==> src/design/stsq_pkg.sv <==
`timescale 1ns / 1ps
// Package: shared constants, types and helpers of the servo teach/replay sequencer.
package stsq_pkg;

  localparam int JOINTS = 5;
  localparam int ANGLE_W = 8;
  localparam int POSE_W = JOINTS * ANGLE_W;
  localparam int DEFAULT_MAX_POSES = 16;
  localparam int CFG_W = 5;
  localparam logic [CFG_W-1:0] POSITIONS_RESET = 5'd5;
  localparam int INDEX_OUT_W = 4;

  typedef enum logic [3:0] {
    MODE_MANUAL = 4'b0001,
    MODE_MENU   = 4'b0010,
    MODE_RECORD = 4'b0100,
    MODE_REPLAY = 4'b1000
  } mode_t;

  localparam logic [1:0] MODE_CODE_MANUAL = 2'd0;
  localparam logic [1:0] MODE_CODE_MENU   = 2'd1;
  localparam logic [1:0] MODE_CODE_RECORD = 2'd2;
  localparam logic [1:0] MODE_CODE_REPLAY = 2'd3;

  localparam logic [1:0] CHOICE_MANUAL = 2'd0;
  localparam logic [1:0] CHOICE_RECORD = 2'd1;
  localparam logic [1:0] CHOICE_REPLAY = 2'd2;

  typedef struct packed {
    logic               up_level;
    logic               down_level;
    logic               ok_level;
    logic [ANGLE_W-1:0] pot_angle_1;
    logic [ANGLE_W-1:0] pot_angle_2;
    logic [ANGLE_W-1:0] pot_angle_3;
    logic [ANGLE_W-1:0] pot_angle_4;
    logic [ANGLE_W-1:0] pot_angle_5;
  } in_item_t;

  typedef struct packed {
    logic [ANGLE_W-1:0]     servo_angle_1;
    logic [ANGLE_W-1:0]     servo_angle_2;
    logic [ANGLE_W-1:0]     servo_angle_3;
    logic [ANGLE_W-1:0]     servo_angle_4;
    logic [ANGLE_W-1:0]     servo_angle_5;
    logic                   drive_servos;
    logic [1:0]             mode_now;
    logic [1:0]             menu_choice;
    logic [INDEX_OUT_W-1:0] pose_index;
    logic                   pose_saved;
  } out_item_t;

  function automatic logic [1:0] mode_code(input mode_t m);
    logic [1:0] c;
    case (m)
      MODE_MANUAL: c = MODE_CODE_MANUAL;
      MODE_MENU:   c = MODE_CODE_MENU;
      MODE_RECORD: c = MODE_CODE_RECORD;
      MODE_REPLAY: c = MODE_CODE_REPLAY;
      default:     c = MODE_CODE_MENU;
    endcase
    return c;
  endfunction

endpackage

==> src/design/stsq_if.sv <==
`timescale 1ns / 1ps
// Valid/ready channel interfaces for input and result transactions.
interface stsq_in_if;
  logic                valid;
  logic                ready;
  stsq_pkg::in_item_t  payload;
  modport source (output valid, output payload, input ready);
  modport sink (input valid, input payload, output ready);
endinterface

interface stsq_out_if;
  logic                valid;
  logic                ready;
  stsq_pkg::out_item_t payload;
  modport source (output valid, output payload, input ready);
  modport sink (input valid, input payload, output ready);
endinterface

==> src/design/stsq_ram.sv <==
`timescale 1ns / 1ps
// Generic single-port-write, single-port-read RAM with registered read data.
module stsq_ram #(
  parameter int WIDTH = 8,
  parameter int DEPTH = 16
) (
  input  logic                     clk,
  input  logic                     we,
  input  logic [$clog2(DEPTH)-1:0] waddr,
  input  logic [WIDTH-1:0]         wdata,
  input  logic                     re,
  input  logic [$clog2(DEPTH)-1:0] raddr,
  output logic [WIDTH-1:0]         rdata
);

  logic [WIDTH-1:0] mem [DEPTH];

  always_ff @(posedge clk) begin
    if (we) begin
      mem[waddr] <= wdata;
    end
    if (re) begin
      rdata <= mem[raddr];
    end
  end

endmodule

==> src/design/servo_teach_replay_sequencer.sv <==
`timescale 1ns / 1ps
// Servo teach/replay sequencer top level: mode control and pose store.
// A result is presented in the cycle after its transaction is accepted.
// Throughput: one transaction per cycle unless the sink stalls; the pose RAM read issues
// at accept and its registered data feeds the result stage, which holds while the sink stalls.
// Reset (rst, synchronous): menu mode with the manual entry highlighted, pose index and
// button history cleared, default pose count, pose valid bits cleared so unwritten poses
// read as zero.
module servo_teach_replay_sequencer #(
  parameter int MAX_POSES = stsq_pkg::DEFAULT_MAX_POSES
) (
  input  logic                       clk,
  input  logic                       rst,
  input  logic                       cfg_we,
  input  logic [stsq_pkg::CFG_W-1:0] cfg_wdata,
  stsq_in_if.sink                    in_ch,
  stsq_out_if.source                 out_ch
);

  localparam int IW = $clog2(MAX_POSES);
  localparam int CW = ($clog2(MAX_POSES + 1) > stsq_pkg::CFG_W) ?
                      $clog2(MAX_POSES + 1) : stsq_pkg::CFG_W;
  localparam int AW = stsq_pkg::ANGLE_W;
  localparam int PW = stsq_pkg::POSE_W;

  logic [stsq_pkg::CFG_W-1:0] positions_in_use;
  stsq_pkg::mode_t            mode, mode_next;
  logic [1:0]                 choice, choice_next;
  logic [IW-1:0]              index, index_next;
  logic                       up_prev, up_prev_next;
  logic                       down_prev, down_prev_next;
  logic                       ok_prev, ok_prev_next;
  logic [MAX_POSES-1:0]       pose_valid;

  logic                       s1_valid;
  logic [PW-1:0]              s1_pots;
  logic                       s1_use_ram;
  logic                       s1_entry_valid;
  logic                       s1_drive;
  logic [1:0]                 s1_mode;
  logic [1:0]                 s1_choice;
  logic [stsq_pkg::INDEX_OUT_W-1:0] s1_index;
  logic                       s1_saved;

  logic                       accept;
  logic [PW-1:0]              pots;
  logic [PW-1:0]              pots_out;
  logic [PW-1:0]              ram_rdata;
  logic [PW-1:0]              angles;
  logic [CW-1:0]              cfg_ext;
  logic [CW-1:0]              count;
  logic [CW-1:0]              index_inc;
  logic                       at_last;
  logic                       up_hit, down_hit, ok_hit;
  logic                       use_ram, drive, saved, wr_en;
  logic [IW+stsq_pkg::INDEX_OUT_W-1:0] index_ext;

  assign in_ch.ready = !s1_valid || out_ch.ready;
  assign accept = in_ch.valid && in_ch.ready;

  assign pots = {in_ch.payload.pot_angle_5, in_ch.payload.pot_angle_4,
                 in_ch.payload.pot_angle_3, in_ch.payload.pot_angle_2,
                 in_ch.payload.pot_angle_1};

  assign cfg_ext = CW'(positions_in_use);
  always_comb begin
    if (cfg_ext == '0) begin
      count = CW'(1);
    end else if (cfg_ext > CW'(MAX_POSES)) begin
      count = CW'(MAX_POSES);
    end else begin
      count = cfg_ext;
    end
  end

  assign index_inc = CW'(index) + CW'(1);
  assign at_last = index_inc >= count;
  assign up_hit = in_ch.payload.up_level && !up_prev;
  assign down_hit = in_ch.payload.down_level && !down_prev;
  assign ok_hit = in_ch.payload.ok_level && !ok_prev;
  assign index_ext = {{stsq_pkg::INDEX_OUT_W{1'b0}}, index};

  always_comb begin
    logic [1:0] ch;
    mode_next = mode;
    ch = choice;
    index_next = index;
    up_prev_next = up_prev;
    down_prev_next = down_prev;
    ok_prev_next = in_ch.payload.ok_level;
    pots_out = pots;
    use_ram = 1'b0;
    drive = 1'b1;
    saved = 1'b0;
    wr_en = 1'b0;
    case (mode)
      stsq_pkg::MODE_MANUAL: begin
        if (ok_hit) mode_next = stsq_pkg::MODE_MENU;
      end
      stsq_pkg::MODE_MENU: begin
        pots_out = '0;
        drive = 1'b0;
        up_prev_next = in_ch.payload.up_level;
        down_prev_next = in_ch.payload.down_level;
        if (up_hit) ch = (ch == stsq_pkg::CHOICE_MANUAL) ? stsq_pkg::CHOICE_REPLAY : ch - 2'd1;
        if (down_hit) ch = (ch >= stsq_pkg::CHOICE_REPLAY) ? stsq_pkg::CHOICE_MANUAL : ch + 2'd1;
        if (ok_hit) begin
          case (ch)
            stsq_pkg::CHOICE_MANUAL: mode_next = stsq_pkg::MODE_MANUAL;
            stsq_pkg::CHOICE_RECORD: mode_next = stsq_pkg::MODE_RECORD;
            stsq_pkg::CHOICE_REPLAY: mode_next = stsq_pkg::MODE_REPLAY;
            default:                 mode_next = stsq_pkg::MODE_MENU;
          endcase
        end
      end
      stsq_pkg::MODE_RECORD: begin
        if (ok_hit) begin
          wr_en = 1'b1;
          saved = 1'b1;
          if (at_last) begin
            index_next = '0;
            mode_next = stsq_pkg::MODE_MENU;
          end else begin
            index_next = IW'(index_inc);
          end
        end
      end
      stsq_pkg::MODE_REPLAY: begin
        use_ram = 1'b1;
        index_next = at_last ? '0 : IW'(index_inc);
        if (ok_hit) begin
          index_next = '0;
          mode_next = stsq_pkg::MODE_MENU;
        end
      end
      default: begin
        mode_next = stsq_pkg::MODE_MENU;
        drive = 1'b0;
      end
    endcase
    choice_next = ch;
  end

  stsq_ram #(
    .WIDTH(PW),
    .DEPTH(MAX_POSES)
  ) u_pose_ram (
    .clk  (clk),
    .we   (accept && wr_en),
    .waddr(index),
    .wdata(pots),
    .re   (accept && use_ram),
    .raddr(index),
    .rdata(ram_rdata)
  );

  always_ff @(posedge clk) begin
    if (rst) begin
      positions_in_use <= stsq_pkg::POSITIONS_RESET;
      mode <= stsq_pkg::MODE_MENU;
      choice <= stsq_pkg::CHOICE_MANUAL;
      index <= '0;
      up_prev <= 1'b0;
      down_prev <= 1'b0;
      ok_prev <= 1'b0;
      pose_valid <= '0;
      s1_valid <= 1'b0;
    end else begin
      if (cfg_we) positions_in_use <= cfg_wdata;
      if (accept) begin
        mode <= mode_next;
        choice <= choice_next;
        index <= index_next;
        up_prev <= up_prev_next;
        down_prev <= down_prev_next;
        ok_prev <= ok_prev_next;
        if (wr_en) pose_valid[index] <= 1'b1;
        s1_valid <= 1'b1;
      end else if (out_ch.ready) begin
        s1_valid <= 1'b0;
      end
    end
  end

  always_ff @(posedge clk) begin
    if (accept) begin
      s1_pots <= pots_out;
      s1_use_ram <= use_ram;
      s1_entry_valid <= pose_valid[index];
      s1_drive <= drive;
      s1_mode <= stsq_pkg::mode_code(mode_next);
      s1_choice <= choice_next;
      s1_index <= index_ext[stsq_pkg::INDEX_OUT_W-1:0];
      s1_saved <= saved;
    end
  end

  always_comb begin
    if (s1_use_ram) begin
      angles = s1_entry_valid ? ram_rdata : '0;
    end else begin
      angles = s1_pots;
    end
  end

  assign out_ch.valid = s1_valid;
  assign out_ch.payload.servo_angle_1 = angles[0*AW +: AW];
  assign out_ch.payload.servo_angle_2 = angles[1*AW +: AW];
  assign out_ch.payload.servo_angle_3 = angles[2*AW +: AW];
  assign out_ch.payload.servo_angle_4 = angles[3*AW +: AW];
  assign out_ch.payload.servo_angle_5 = angles[4*AW +: AW];
  assign out_ch.payload.drive_servos = s1_drive;
  assign out_ch.payload.mode_now = s1_mode;
  assign out_ch.payload.menu_choice = s1_choice;
  assign out_ch.payload.pose_index = s1_index;
  assign out_ch.payload.pose_saved = s1_saved;

endmodule
==> src/flat_wrapper.sv <==
// flat-port wrapper written by rule: the top's interface ports become plain ports
module servo_teach_replay_sequencer_flat 
#(
  parameter int MAX_POSES = stsq_pkg::DEFAULT_MAX_POSES
)
  (clk, rst, cfg_we, cfg_wdata, in_ch_valid, in_ch_payload, in_ch_ready, out_ch_valid, out_ch_payload, out_ch_ready);
  stsq_in_if in_ch_i ();
  stsq_out_if out_ch_i ();
  input  logic clk;
  input  logic rst;
  input  logic cfg_we;
  input  logic [stsq_pkg::CFG_W-1:0] cfg_wdata;
  input wire logic [$bits(in_ch_i.valid)-1:0] in_ch_valid;
  input wire logic [$bits(in_ch_i.payload)-1:0] in_ch_payload;
  output wire logic [$bits(in_ch_i.ready)-1:0] in_ch_ready;
  output wire logic [$bits(out_ch_i.valid)-1:0] out_ch_valid;
  output wire logic [$bits(out_ch_i.payload)-1:0] out_ch_payload;
  input wire logic [$bits(out_ch_i.ready)-1:0] out_ch_ready;
  assign in_ch_i.valid = in_ch_valid;
  assign in_ch_i.payload = in_ch_payload;
  assign in_ch_ready = in_ch_i.ready;
  assign out_ch_valid = out_ch_i.valid;
  assign out_ch_payload = out_ch_i.payload;
  assign out_ch_i.ready = out_ch_ready;
  servo_teach_replay_sequencer #(.MAX_POSES(MAX_POSES)) u_core (.clk(clk), .rst(rst), .cfg_we(cfg_we), .cfg_wdata(cfg_wdata), .in_ch(in_ch_i), .out_ch(out_ch_i));
endmodule
==> config.mk <==
export PLATFORM = sky130hd
export DESIGN_NAME = servo_teach_replay_sequencer_flat
export DESIGN_NICKNAME = d
export VERILOG_FILES = /design/src/design/stsq_pkg.sv /design/src/design/stsq_if.sv /design/src/design/stsq_ram.sv /design/src/design/servo_teach_replay_sequencer.sv /design/src/flat_wrapper.sv
export SDC_FILE = /design/constraint.sdc
export NUM_CORES = 1
export LEC_CHECK = 0
export BUFFER_PORTS_ARGS = -buffer_cell sky130_fd_sc_hd__buf_2
export CAP_MARGIN = 5
export CORE_MARGIN = 2
export CORE_UTILIZATION = 36
export CTS_BUF_LIST = sky130_fd_sc_hd__clkbuf_16
export DETAILED_ROUTE_END_ITERATION = 6
export SLEW_MARGIN = 10
export SYNTH_ARGS = -nofsm -noshare
export SYNTH_HDL_FRONTEND = slang
export SYNTH_SLANG_ARGS = --single-unit
==> constraint.sdc <==
create_clock -name clk -period 5.6 [get_ports clk]
set_clock_uncertainty 0.15 [all_clocks]
set_input_delay 0.56 -clock clk [delete_from_list [all_inputs] [get_ports clk]]
set_output_delay 0.56 -clock clk [all_outputs]
set_load 0.03 [all_outputs]
# [After elaboration in Yosys (flattened, before gate mapping)]
# Memories as Yosys holds them, arrays and structs flattened. A register that Yosys moved wholly into a read port is not among the register bits.
# Cells that the tools add are included.
[word_totals] output_inout_bits=52 regBits=87 in_bits=53 ramBits=640 mem_count=1
[op_classes] n_addsub=3 eq_ne=10 order_cmp=5 bitwise=1 reduce_logical=22 n_mux=34
[mem_list] name="u_core.u_pose_ram.mem" words=16 word_bits=40 rd=1 rd_ports_with_merged_regs=1 write_ports=1 line="stsq_ram.sv:16" source="logic [WIDTH-1:0] mem [DEPTH];"
[ops] op="2-to-1 mux 40 bit" n=2
[ops] op="2-to-1 mux 4 bit" n=7
[ops] op="case mux 4 bit (3 select lines)" n=2
[ops] op="OR 16 bit" n=1
[ops] op="2-to-1 mux 2 bit" n=7
[ops] op="2-to-1 mux 1 bit" n=10
[ops] op="2-to-1 mux 5 bit" n=2
[ops] op="== test 4 x 1 -> 1 bit (second input constant)" n=2
[ops] op="== test 4 x 3 -> 1 bit (second input constant)" n=2
[ops] op="== test 4 bit (second input constant)" n=2
[ops] op="case mux 4 bit (2 select lines)" n=1
[ops] op="logical AND 1 bit" n=7
[ops] op="case mux 2 bit (3 select lines)" n=1
[ops] op="adder 4 x 1 -> 5 bit (second input constant)" n=1
[ops] op=">= comparator 5 bit" n=1
[ops] op="greater-than comparator 5 bit (second input constant)" n=1
[ops] op="zero test 5 bit" n=1
[ops] op="< comparator 4 x 5 -> 1 bit (second input constant)" n=1
[ops] op="binary-select mux 1 bit (select 4 bit)" n=1
[ops] op="demux 1 bit (select 4 bit)" n=1
[ops] op="== test 4 x 2 -> 1 bit (second input constant)" n=1
[ops] op=">= comparator 4 x 1 -> 1 bit (second input constant)" n=1
[ops] op="zero test 1 bit" n=4
[ops] op="zero test 2 bit" n=2
[ops] op="12 further kinds" n=14

# [Logic depth before layout (Yosys ltp)]
# Gate-level depths: netlist of run 1.
[depth] word_depth=14 ltp_mapped=12 ltp_nobuf=10

# [Cells and area by module]
# A second synthesis of run 1 with hierarchy kept.
[hier_totals] cells_unflattened=1512 hier_area_um2=30016.3
[modules_own_cells] mod="stsq_ram" cells_each=1040 seq_area_each_um2=20419.6 area_per_inst_um2=25530.7 instances=1
[modules_own_cells] mod="servo_teach_replay_sequencer" cells_each=472 seq_area_each_um2=2262.2 area_per_inst_um2=4485.6 instances=1

# [Least setup slack after synthesis of run 1]
# OpenSTA, ideal clock, no wires.
[synth_timing] kind="input -> register" start="in out_ch_ready" end="mem u_core.u_pose_ram.mem[2][0] in the netlist's numbering, enable pin" arrival_ns=5.130 path_buffers=1 stages=6 t_required_ns=4.961 slack_ns=-0.169 cell_sequence="nand2b_1 > nand2_1 > inv_1 > buf_2 > nand3_1 > nor3_1"
[synth_between] elab_chain_cells=5
[synth_lines] element="start, declared" line="flat_wrapper.sv:18" source="input wire logic [$bits(out_ch_i.ready)-1:0] out_ch_ready;"
[synth_lines] element="logical OR 1 bit" line="servo_teach_replay_sequencer.sv:58" source="assign in_ch.ready = !s1_valid || out_ch.ready;"
[synth_lines] element="logical AND 1 bit" line="servo_teach_replay_sequencer.sv:59" source="assign accept = in_ch.valid && in_ch.ready;"
[synth_lines] element="net u_core.accept" line="servo_teach_replay_sequencer.sv:45" source="logic accept;"
[synth_lines] element="logical AND 1 bit" line="servo_teach_replay_sequencer.sv:149" source=".we (accept && wr_en),"
[synth_lines] element="2-to-1 mux 1 bit" line="stsq_ram.sv:19" source="if (we) begin"
[synth_lines] element="2-to-1 mux 1 bit (not written as such)" line="stsq_ram.sv:20" source="mem[waddr] <= wdata;"
[synth_lines] element="end, declared" line="stsq_ram.sv:16"
# The timed path passes the listed nets, and every way through them passes these cells.

# [Final worst setup path of run 1]
[layout_timing] start="reg u_core.index[1]" end="mem u_core.u_pose_ram.mem[7][19] in the netlist's numbering, enable pin"
[layout_rtl] element="start, declared" line="servo_teach_replay_sequencer.sv:29" source="logic [IW-1:0] index, index_next;"
[layout_rtl] element="start signal, assigned" line="servo_teach_replay_sequencer.sv:173" source="index <= index_next;"
# No word-level cell before the write port.

==> results of run 1 <==
-- where the power goes --
part	internal [mW]	total (mW)	switching, mW
clock network	2.98	5.16	2.19
logic	0.109	0.397	0.288
registers	6.33	6.35	0.0215
total	9.41	11.9	2.50
-- worst reg2reg max path, cell delays in order (launching register included) --
cell and delay [ns]:
dfxtp_4 0.94, ha_1 0.41, nand3_1 0.32, nor2_4 0.72, buf_4 0.56
-- routing by layer --
| metal | global-route usage (%) | up-vias | wire length, µm |
|---|---|---|---|
| met3 | 3.00 | 100 | 4140 |
| met1 | 21.9 | 7427 | 28200 |
| li1 | - | 5959 | - |
| met4 | 4.57 | 0 | 1570 |
| met2 | 25.4 | 458 | 31700 |
| met5 | 0 | - | 0 |
-- layout make-up --
class                      count  area [µm²]
fill                        7096       47700
sequential                   767       22700
multi-input combinational    506        6440
clock buffer                  81        2030
tap                         1070        1340
timing repair buffer         137         788
clock inverter                64         564
inverter                      50         188
-- synth_stat cells (2+ instances only) --
library cell	instances	share of area, %
a211o_1	3	0.089
a211oi_1	2	0.051
a21o_1	2	0.051
a21oi_1	11	0.19
a311oi_1	3	0.089
and2_1	41	0.87
and3_1	3	0.063
buf_1	12	0.15
buf_2	13	0.22
buf_4	2	0.051
buf_6	14	0.53
clkbuf_1	34	0.43
dfxtp_1	35	2.4
edfxtp_1	732	74
ha_1	10	0.42
inv_1	49	0.62
mux2i_1	8	0.27
mux4_2	205	16
nand2_1	59	0.75
nand2b_1	13	0.27
nand3_1	9	0.15
nor2_1	52	0.66
nor2b_1	5	0.11
nor3_1	6	0.10
nor3b_1	2	0.051
o21a_1	2	0.051
o21ai_0	45	0.76
o21ba_1	6	0.20
o22ai_1	2	0.042
o31ai_1	2	0.051
o32ai_1	2	0.059
or3_1	2	0.042
xnor2_1	2	0.059
-- state kept, by name, summed over array words and instances (netlist names), 2 cells and up --
| register | cells |
|---|---|
| u_core.u_pose_ram.mem | 640 |
| u_core.s1_pots | 40 |
| u_core.u_pose_ram.rdata | 40 |
| u_core.pose_valid | 16 |
| u_core.cfg_ext | 5 |
| u_core.index | 4 |
| u_core.mode | 4 |
| u_core.s1_index | 4 |
| u_core.choice | 2 |
| u_core.s1_choice | 2 |
| u_core.s1_mode | 2 |
-- worst max path at each step --
stage / from / end / slack [ns] / depth (start not counted)
3_3_place_gp: out_ch_ready / u_core.u_pose_ram.mem[5][21]$_DFFE_PP_ / 1.80 / 7
5_1_grt: u_core.mode[2]$_SDFFE_PP0P_ / u_core.u_pose_ram.mem[5][18]$_DFFE_PP_ / 1.88 / 6
3_5_place_dp: out_ch_ready / u_core.u_pose_ram.mem[5][21]$_DFFE_PP_ / 1.74 / 7
4_1_cts: u_core.index[1]$_SDFFE_PP0P_ / u_core.u_pose_ram.mem[7][21]$_DFFE_PP_ / 2.08 / 4
6_report: u_core.index[1]$_SDFFE_PP0P_ / u_core.u_pose_ram.mem[7][19]$_DFFE_PP_ / 2.13 / 4
2_1_floorplan: out_ch_ready / u_core.u_pose_ram.mem[3][0]$_DFFE_PP_ / 0.77 / 5
-- logic make-up (layout without fill, tap and decap cells) --
logic type / count (synthesis) / after routing
AO/OA/AOI/OAI: 83 / 83
multiplexers: 214 / 214
adder cells (fa/ha/maj): 10 / 10
XOR/XNOR: 3 / 3
flip-flops: 767 / 767
buffers and inverters: 125 / 332
AND/OR/NAND/NOR: 196 / 196
-- through the flow --
step                      setup WS, ns  cell area (µm²)  cells
after detailed placement          1.74            31400   2527
after floorplan                  0.768            29600   1398
after CTS                         2.08            34000   2675
after global routing              1.88            34000   2675
final                             2.13            34000   2675
after global placement            1.80            31400   2527
==> flow_summary.toml, run 1 <==
[floorplanning]
num_rows = 105
dieArea_mm2 = 0.0845
coreArea_mm2 = 0.0817
fp.dieW_um = 291
io_pins = 105
fp.dieH_um = 291
start_util_pct = 36.2

[synth]
synth_cell_types = 43
synthesis.area_mm2 = 0.0296
synth_ff_type = "edfxtp_1"
yosysWarnings = 0
syn-instance-count = 1398
synth_xor_area_share_pct = 0.0888
async_flop_share_pct = 0
synth.area.mux_share_pct = 15.9
syn-num-nets = 1461
synth-compound-area-share_pct = 1.70
synth_area_per_cell_um2 = 21.2
synth_edf_count = 732
yosys.area_share.adder_pct = 0.423
ys_ff_latch = 767
yosysSeqAreaShare_pct = 76.7
yosys.area_share.simple_pct = 3.18
synth_top_family_by_area = "multiplexers"

[power]
power_density_mw_per_mm2 = 350
total_power_mw = 11.9
p_leak_nw = 10.8
peakVddDrop_mv = 0.184

[hold_path]
hold_start = "in_ch_valid"
min_to = "u_core.out_ch.valid$_SDFFE_PP0P_"
whs_path_depth = 3
hp-class = "in -> reg"

[sta]
hold_viol = 0
fmax_mhz = 288
slew_headroom_pct = 25.4
setup_tns_ns = 0
tightest_slew_ns = 1.12
hold_slack_ns = 0.0371
maxSlewViolCount = 0
grt_setup_unrepaired = "no"
finalCriticalPeriod_ns = 3.47
fin_crit_sh_pct = 61.9
setup_viol = 0

[cts]
cts.clk_slew.worst_paths_ns = 0.05
clock-sinks = 767
cts-root-buf = "clkbuf_16"
cts_setup_buffers = 0
clock_latency_ns = 0.62
cts_hold_buffers = 3
cts_resized = 0
cts_tree = "yes"
cts_made_buffers = 81
h-tree-depth = 3
clock_path_buffers = 3

[routing]
drc_errors = 0
drtIter0Drc = 1230
wl_um = 65600
ant_nets = 0
drtPass1Iterations = 5
avgViaCountPerCell = 5.21
vias = 13900
wl_per_cell_um = 24.5

[setup_path]
critPathTopFamily = "simple AND/OR/NAND/NOR gates"
cpPeakStageDelay_ns = 0.94
critical_path_class = "reg -> reg"
reg2reg_depth = 4
worst-path-buf-inv = 1
path_max_fanout = 53
crit_required_ns = 5.71
worstReg2RegEnd = "u_core.u_pose_ram.mem[7][19]$_DFFE_PP_"
cp.arrival_ns = 3.58
start_kind = "register"
endpoint_kind = "register"
cp_cell_sequence = "ha_1 -> nand3_1 -> nor2_4 -> buf_4"
rrSetupSlack_ns = 2.13
worst_path_max_delay_cell = "dfxtp_4"
r2r_start = "u_core.index[1]$_SDFFE_PP0P_"

[final_layout]
layout_commonest_cell = "edfxtp_1"
layout_common_cells = "edfxtp_1 (732), mux4_2 (205), buf_2 (104), clkbuf_16 (81), inv_1 (60)"
nets = 1606
area_growth_pct = 15.1
antenna_cells = 0
postLayoutCoreUtil_pct = 41.7
drive_above_1_share_pct = 30.0

[global_route]
overflow = 0
grt_start_max_net_pins = 90
grtUsageTotal_pct = 15.7
grt_pass1_wl_um = 98200
grt_pass1_vias = 14700
antenna_found_initial = 4

[status]
status = "complete, no violations"

[place]
gp_congestion = 0.751
dp_hpwl_um = 37100
io_buffers = 104

[run]
drv_cap = 0
No activity file was read; power rests on OpenSTA's default activity.
==> inputs of run 2 (changes only) <==
==> constraint.sdc (replaced) <==
create_clock -name clk -period 3.15 [get_ports clk]
set_clock_uncertainty 0.15 [all_clocks]
set_input_delay 0.315 -clock clk [delete_from_list [all_inputs] [get_ports clk]]
set_output_delay 0.315 -clock clk [all_outputs]
set_load 0.03 [all_outputs]
==> run 2 against run 1 <==
- non-clock buffer count up 86
- sequential power is 78% higher
- via count up 2.6%
- combinational power increased by 94%
- cell area up 2.9%
- sequential share of layout area down 1.9 points
- worst setup slack got worse by 1.9 ns
- count of clock-buffer cells in the layout is 1 lower
- highest routed layer is now met5
==> flow_summary.toml, run 2 (synthesized netlist as in run 1, its figures left out) <==
[sta]
tightest_slew_ns = 0.804
finalCriticalPeriod_ns = 2.92
worst_slack_ns = 0.227
hold_viol = 0
fmax_mhz = 342
maxSlewViolCount = 0
setup_viol = 0
slew_headroom_pct = 45.8
fin_crit_sh_pct = 92.8
grt_setup_unrepaired = "no"

[setup_path]
worst-path-buf-inv = 2
rrSetupSlack_ns = 0.35
critPathTopFamily = "compound AO/OA/AOI/OAI gates"
endpoint_kind = "primary output"
crit_required_ns = 2.68
cp.arrival_ns = 2.46
cpPeakStageDelay_ns = 0.70
cp_cell_sequence = "buf_4 -> o21ai_0 -> buf_2"
start_kind = "register"
worst_path_max_delay_cell = "o21ai_0"
critical_path_class = "reg -> out"
path_max_fanout = 25

[status]
status = "complete, no violations"

[floorplanning]
start_util_pct = 36.2
io_pins = 105
coreArea_mm2 = 0.0817
fp.dieH_um = 291
fp.dieW_um = 291
dieArea_mm2 = 0.0845
num_rows = 105

[routing]
drc_errors = 0
ant_nets = 0
drtIter0Drc = 1302
wl_per_cell_um = 24.8
vias = 14300
avgViaCountPerCell = 5.19
wl_um = 68300
drtPass1Iterations = 5

[final_layout]
fillers = 7062
largest_reg_flops = 640
postLayoutCoreUtil_pct = 42.9
nets = 1691
drive_above_1_share_pct = 30.1
layout_commonest_cell = "edfxtp_1"
regMostFlops = "u_core.u_pose_ram.mem"
reg_top3 = "u_core.u_pose_ram.mem (640), u_core.s1_pots (40), u_core.u_pose_ram.rdata (40)"
antenna_cells = 0
seq_area_mm2 = 0.0227
layout_common_cells = "edfxtp_1 (732), mux4_2 (205), buf_2 (104), clkbuf_16 (80), inv_1 (68)"
area_growth_pct = 18.4
multi_input_area_mm2 = 0.00646

[global_route]
grtUsageTotal_pct = 16.3
grt_pass1_vias = 15100
grt_pass1_wl_um = 101000
antenna_found_initial = 2
grt_start_max_net_pins = 64
overflow = 0

[cts]
cts_hold_buffers = 55
cts_resized = 0
cts-root-buf = "clkbuf_16"
clock_latency_ns = 0.63
cts.clk_slew.worst_paths_ns = 0.06
clock-sinks = 767
cts_setup_buffers = 0
cts_tree = "yes"
clock_path_buffers = 3
cts_made_buffers = 80
h-tree-depth = 3

[hold_path]
hp-class = "in -> reg"

[power]
peakVddDrop_mv = 0.343
power_density_mw_per_mm2 = 597
p_leak_nw = 11.2

[place]
dp_hpwl_um = 38100
io_buffers = 104
gp_congestion = 0.750
pre_cts_ws_ns = 0.456

[run]
drv_cap = 0
==> run 2: final timing paths <==
check,endpoint,from,cells after the start
worst max register to register,u_core.u_pose_ram.mem[3][0]$_DFFE_PP_,u_core.mode[2]$_SDFFE_PP0P_,7
worst min-delay path,u_core.cfg_ext[4]$_SDFFE_PP0P_,rst,2
worst min register to register,u_core.pose_valid[6]$_SDFFE_PP0P_,u_core.pose_valid[6]$_SDFFE_PP0P_,2
worst max-delay path,out_ch_payload[40],u_core.s1_use_ram$_DFFE_PP_,3
==> run 2: cell type report <==
cell class              instances  share of cell area [%]
clock inverters                59                    1.27
well taps                    1070                    3.82
flip-flops and latches        767                    64.8
repair buffers                223                    5.40
inverters                      50                   0.536
multi-input cells             506                    18.4
clock buffers                  80                    5.72
==> run 2: per-layer routing <==
metal	global-route usage, %	routed length (µm)
met4	4.23	1090
met2	27.7	34700
met5	0	30
met1	22.1	29300
met3	2.36	3180
==> run 2: per-stage QoR <==
step	area, µm²	hold slack (ns)	TNS [ns]	total power, mW	std cells
floorplan	29700	0.256	-106.93	11.9	1398
global placement	32000	0.296	0	12.2	2561
detailed placement	32000	0.311	0	12.2	2561
CTS	35000	0.0405	0	21.1	2755
global route	35000	0.104	0	21.6	2755
finish	35000	0.0613	0	20.9	2755
==> run 2: power by group <==
| group | switching, mW | internal (mW) |
|---|---|---|
| sequential | 0.0375 | 11.2 |
| clock | 3.79 | 5.04 |
| combinational | 0.527 | 0.244 |
==> inputs of run 3 (changes only) <==
--- a/config.mk
+++ b/config.mk
@@ -5,6 +5,7 @@
 export SDC_FILE = /design/constraint.sdc
 export NUM_CORES = 1
 export LEC_CHECK = 0
+export ABC_AREA = 1
 export BUFFER_PORTS_ARGS = -buffer_cell sky130_fd_sc_hd__buf_2
 export CAP_MARGIN = 5
 export CORE_MARGIN = 2
==> constraint.sdc (replaced) <==
create_clock -name clk -period 3.6 [get_ports clk]
set_clock_uncertainty 0.15 [all_clocks]
set_input_delay 0.36 -clock clk [delete_from_list [all_inputs] [get_ports clk]]
set_output_delay 0.36 -clock clk [all_outputs]
set_load 0.03 [all_outputs]
==> run 3 against run 2 <==
- synthesized cell count up 69%
- count of clock-buffer cells in the layout is 2 lower
- critical endpoint is now u_core.u_pose_ram.rdata[21]$_DFFE_PP_
- die area up 1.9%
- first-iteration DRC count rose by 41%
- area after synthesis rose by 1.9%
- non-clock buffer count is 16 lower
- wire length up 14%
- combinational power rose by 14%
==> flow_summary.toml, run 3 <==
[status]
status = "complete, no violations"

[final_layout]
regMostFlops = "u_core.u_pose_ram.mem"
nets = 2563
area_growth_pct = 16.5
layout_common_cells = "edfxtp_1 (732), nor2_1 (400), o21ai_0 (257), nand2_1 (202), o22ai_1 (165)"
layout_commonest_cell = "edfxtp_1"
drive_above_1_share_pct = 11.6
layoutNonFillerInstCount = 3642
largest_reg_flops = 640
reg_top3 = "u_core.u_pose_ram.mem (640), u_core.s1_pots (40), u_core.u_pose_ram.rdata (40)"

[routing]
top_layer = "met4"
drtIter0Drc = 1838
met2_length_um = 37700
wl_um = 77700
met3_length_um = 4270
vias = 19300
met1Wirelength_um = 33800
drtPass1Iterations = 5
avgViaCountPerCell = 5.30
wl_per_cell_um = 21.3
ant_nets = 0
drc_errors = 0

[cts]
h-tree-depth = 3
clock_latency_ns = 0.63
cts_resized = 0
clock_path_buffers = 3
clock-sinks = 767
cts_tree = "yes"
cts.clk_slew.worst_paths_ns = 0.06
cts-root-buf = "clkbuf_16"
cts_hold_buffers = 60
cts_made_buffers = 76
cts_setup_buffers = 0

[setup_path]
endpoint_kind = "register"
path_max_fanout = 107
cp.arrival_ns = 3.15
critical_path_class = "reg -> reg"
crit_required_ns = 3.94
start_kind = "register"

[synth]
synth_cell_types = 32
yosysWarnings = 0
synth_ff_type = "edfxtp_1"
synth_top_area_cell = "edfxtp_1"
synth_edf_count = 732
yosys-top-cells-area = "edfxtp_1 (73%), nor2_1 (5.1%), o21ai_0 (4.3%)"
yosys.area.top_type_share_pct = 72.9
synthesis.area_mm2 = 0.0301
syn-instance-count = 2362
async_flop_share_pct = 0
syn-num-nets = 2425
synth_common_cells = "edfxtp_1 (732), nor2_1 (407), o21ai_0 (257)"
yosysMostFrequentCell = "edfxtp_1"
yosysSeqAreaShare_pct = 75.2
synth_area_per_cell_um2 = 12.8
ys_ff_latch = 767

[place]
gp_congestion = 0.782
dp_hpwl_um = 37800
place_inst = 3441
io_buffers = 104

[power]
peakVddDrop_mv = 0.345
power_density_mw_per_mm2 = 534
p_leak_nw = 12.1

[floorplanning]
start_util_pct = 36.2
coreArea_mm2 = 0.0833
io_pins = 105
num_rows = 106
dieArea_mm2 = 0.0861
fp.dieH_um = 293
fp.dieW_um = 293

[global_route]
grt_start_max_net_pins = 179
antenna_found_initial = 1
grt_pass1_vias = 19200
overflow = 0
grtUsageTotal_pct = 17.8
grt_pass1_wl_um = 117000

[sta]
setup_tns_ns = 0
finalCriticalPeriod_ns = 2.81
hold_viol = 0
setup_viol = 0
slew_headroom_pct = 20.2
fin_crit_sh_pct = 78.0
maxSlewViolCount = 0
tightest_slew_ns = 1.20
grt_setup_unrepaired = "no"
fmax_mhz = 356

[run]
drv_cap = 0

[hold_path]
hp-class = "in -> reg"
-- run 3: area by class of cell --
class                           instances  area (µm²)
Fill cell                            7611       48200
Sequential cell                       767       22700
Multi-Input combinational cell       1327        6410
Clock buffer                           78        1950
Timing Repair Buffer                  207        1680
Tap cell                             1080        1350
Clock inverter                         61         571
Inverter                              121         467
Antenna cell                            1        2.50
-- run 3: metrics by stage --
stage	cell area [µm²]	total power [mW]	setup slack, ns	hold WS (ns)	utilization [%]
3_3_place_gp	32000	10.9	0.904	0.292	38.4
3_5_place_dp	32000	10.9	0.851	0.300	38.4
4_1_cts	35100	18.9	0.830	0.0327	42.1
6_report	35100	18.8	0.793	0.0562	42.2
5_1_grt	35100	19.3	0.592	0.0948	42.2
2_1_floorplan	30200	10.6	-0.395	0.253	-
-- run 3: report_power, final --
| part | total, mW | switching, mW | internal (mW) |
|---|---|---|---|
| clock | 7.98 | 3.37 | 4.61 |
| sequential | 9.89 | 0.0358 | 9.86 |
| combinational | 0.879 | 0.630 | 0.249 |
| total | 18.8 | 4.03 | 14.7 |
-- run 3: cell families (layout without fill, tap and decap cells) --
family | Yosys count | in the layout | share of synthesized area (%)
AO/OA/AOI/OAI | 577 | 577 | 10.4
XOR/XNOR | 2 | 2 | 0.0581
adder cells (fa/ha/maj) | 10 | 10 | 0.415
buffers and inverters | 268 | 467 | 3.91
flip-flops | 767 | 767 | 75.2
other | 0 | 1 | 0
AND/OR/NAND/NOR | 738 | 738 | 10.0
-- run 3: worst max-delay path, stage by stage (launching register included) --
cell and delay [ns]:
dfxtp_4 0.48, inv_8 0.39, buf_4 0.94, o21ai_0 0.21, o22ai_1 0.18, nand2_1 0.07, nand4_1 0.12
-- run 3: metal layers --
metal,vias up,track usage (%)
li1,8851,-
met1,9663,23.4
met2,649,30.5
met3,128,2.37
met4,0,6.13
met5,-,0
-- run 3: worst paths after layout --
kind                                           endpoint  cells past startpoint  slack (ns)                          startpoint
setup / recovery  u_core.u_pose_ram.rdata[21]$_DFFE_PP_                      6        0.79        u_core.index[0]$_SDFFE_PP0P_
hold / removal              u_core.mode[1]$_SDFFE_PP1P_                      4        0.06                         in_ch_valid
setup reg to reg  u_core.u_pose_ram.rdata[21]$_DFFE_PP_                      6        0.79        u_core.index[0]$_SDFFE_PP0P_
hold reg to reg      u_core.pose_valid[14]$_SDFFE_PP0P_                      1        0.32  u_core.pose_valid[14]$_SDFFE_PP0P_
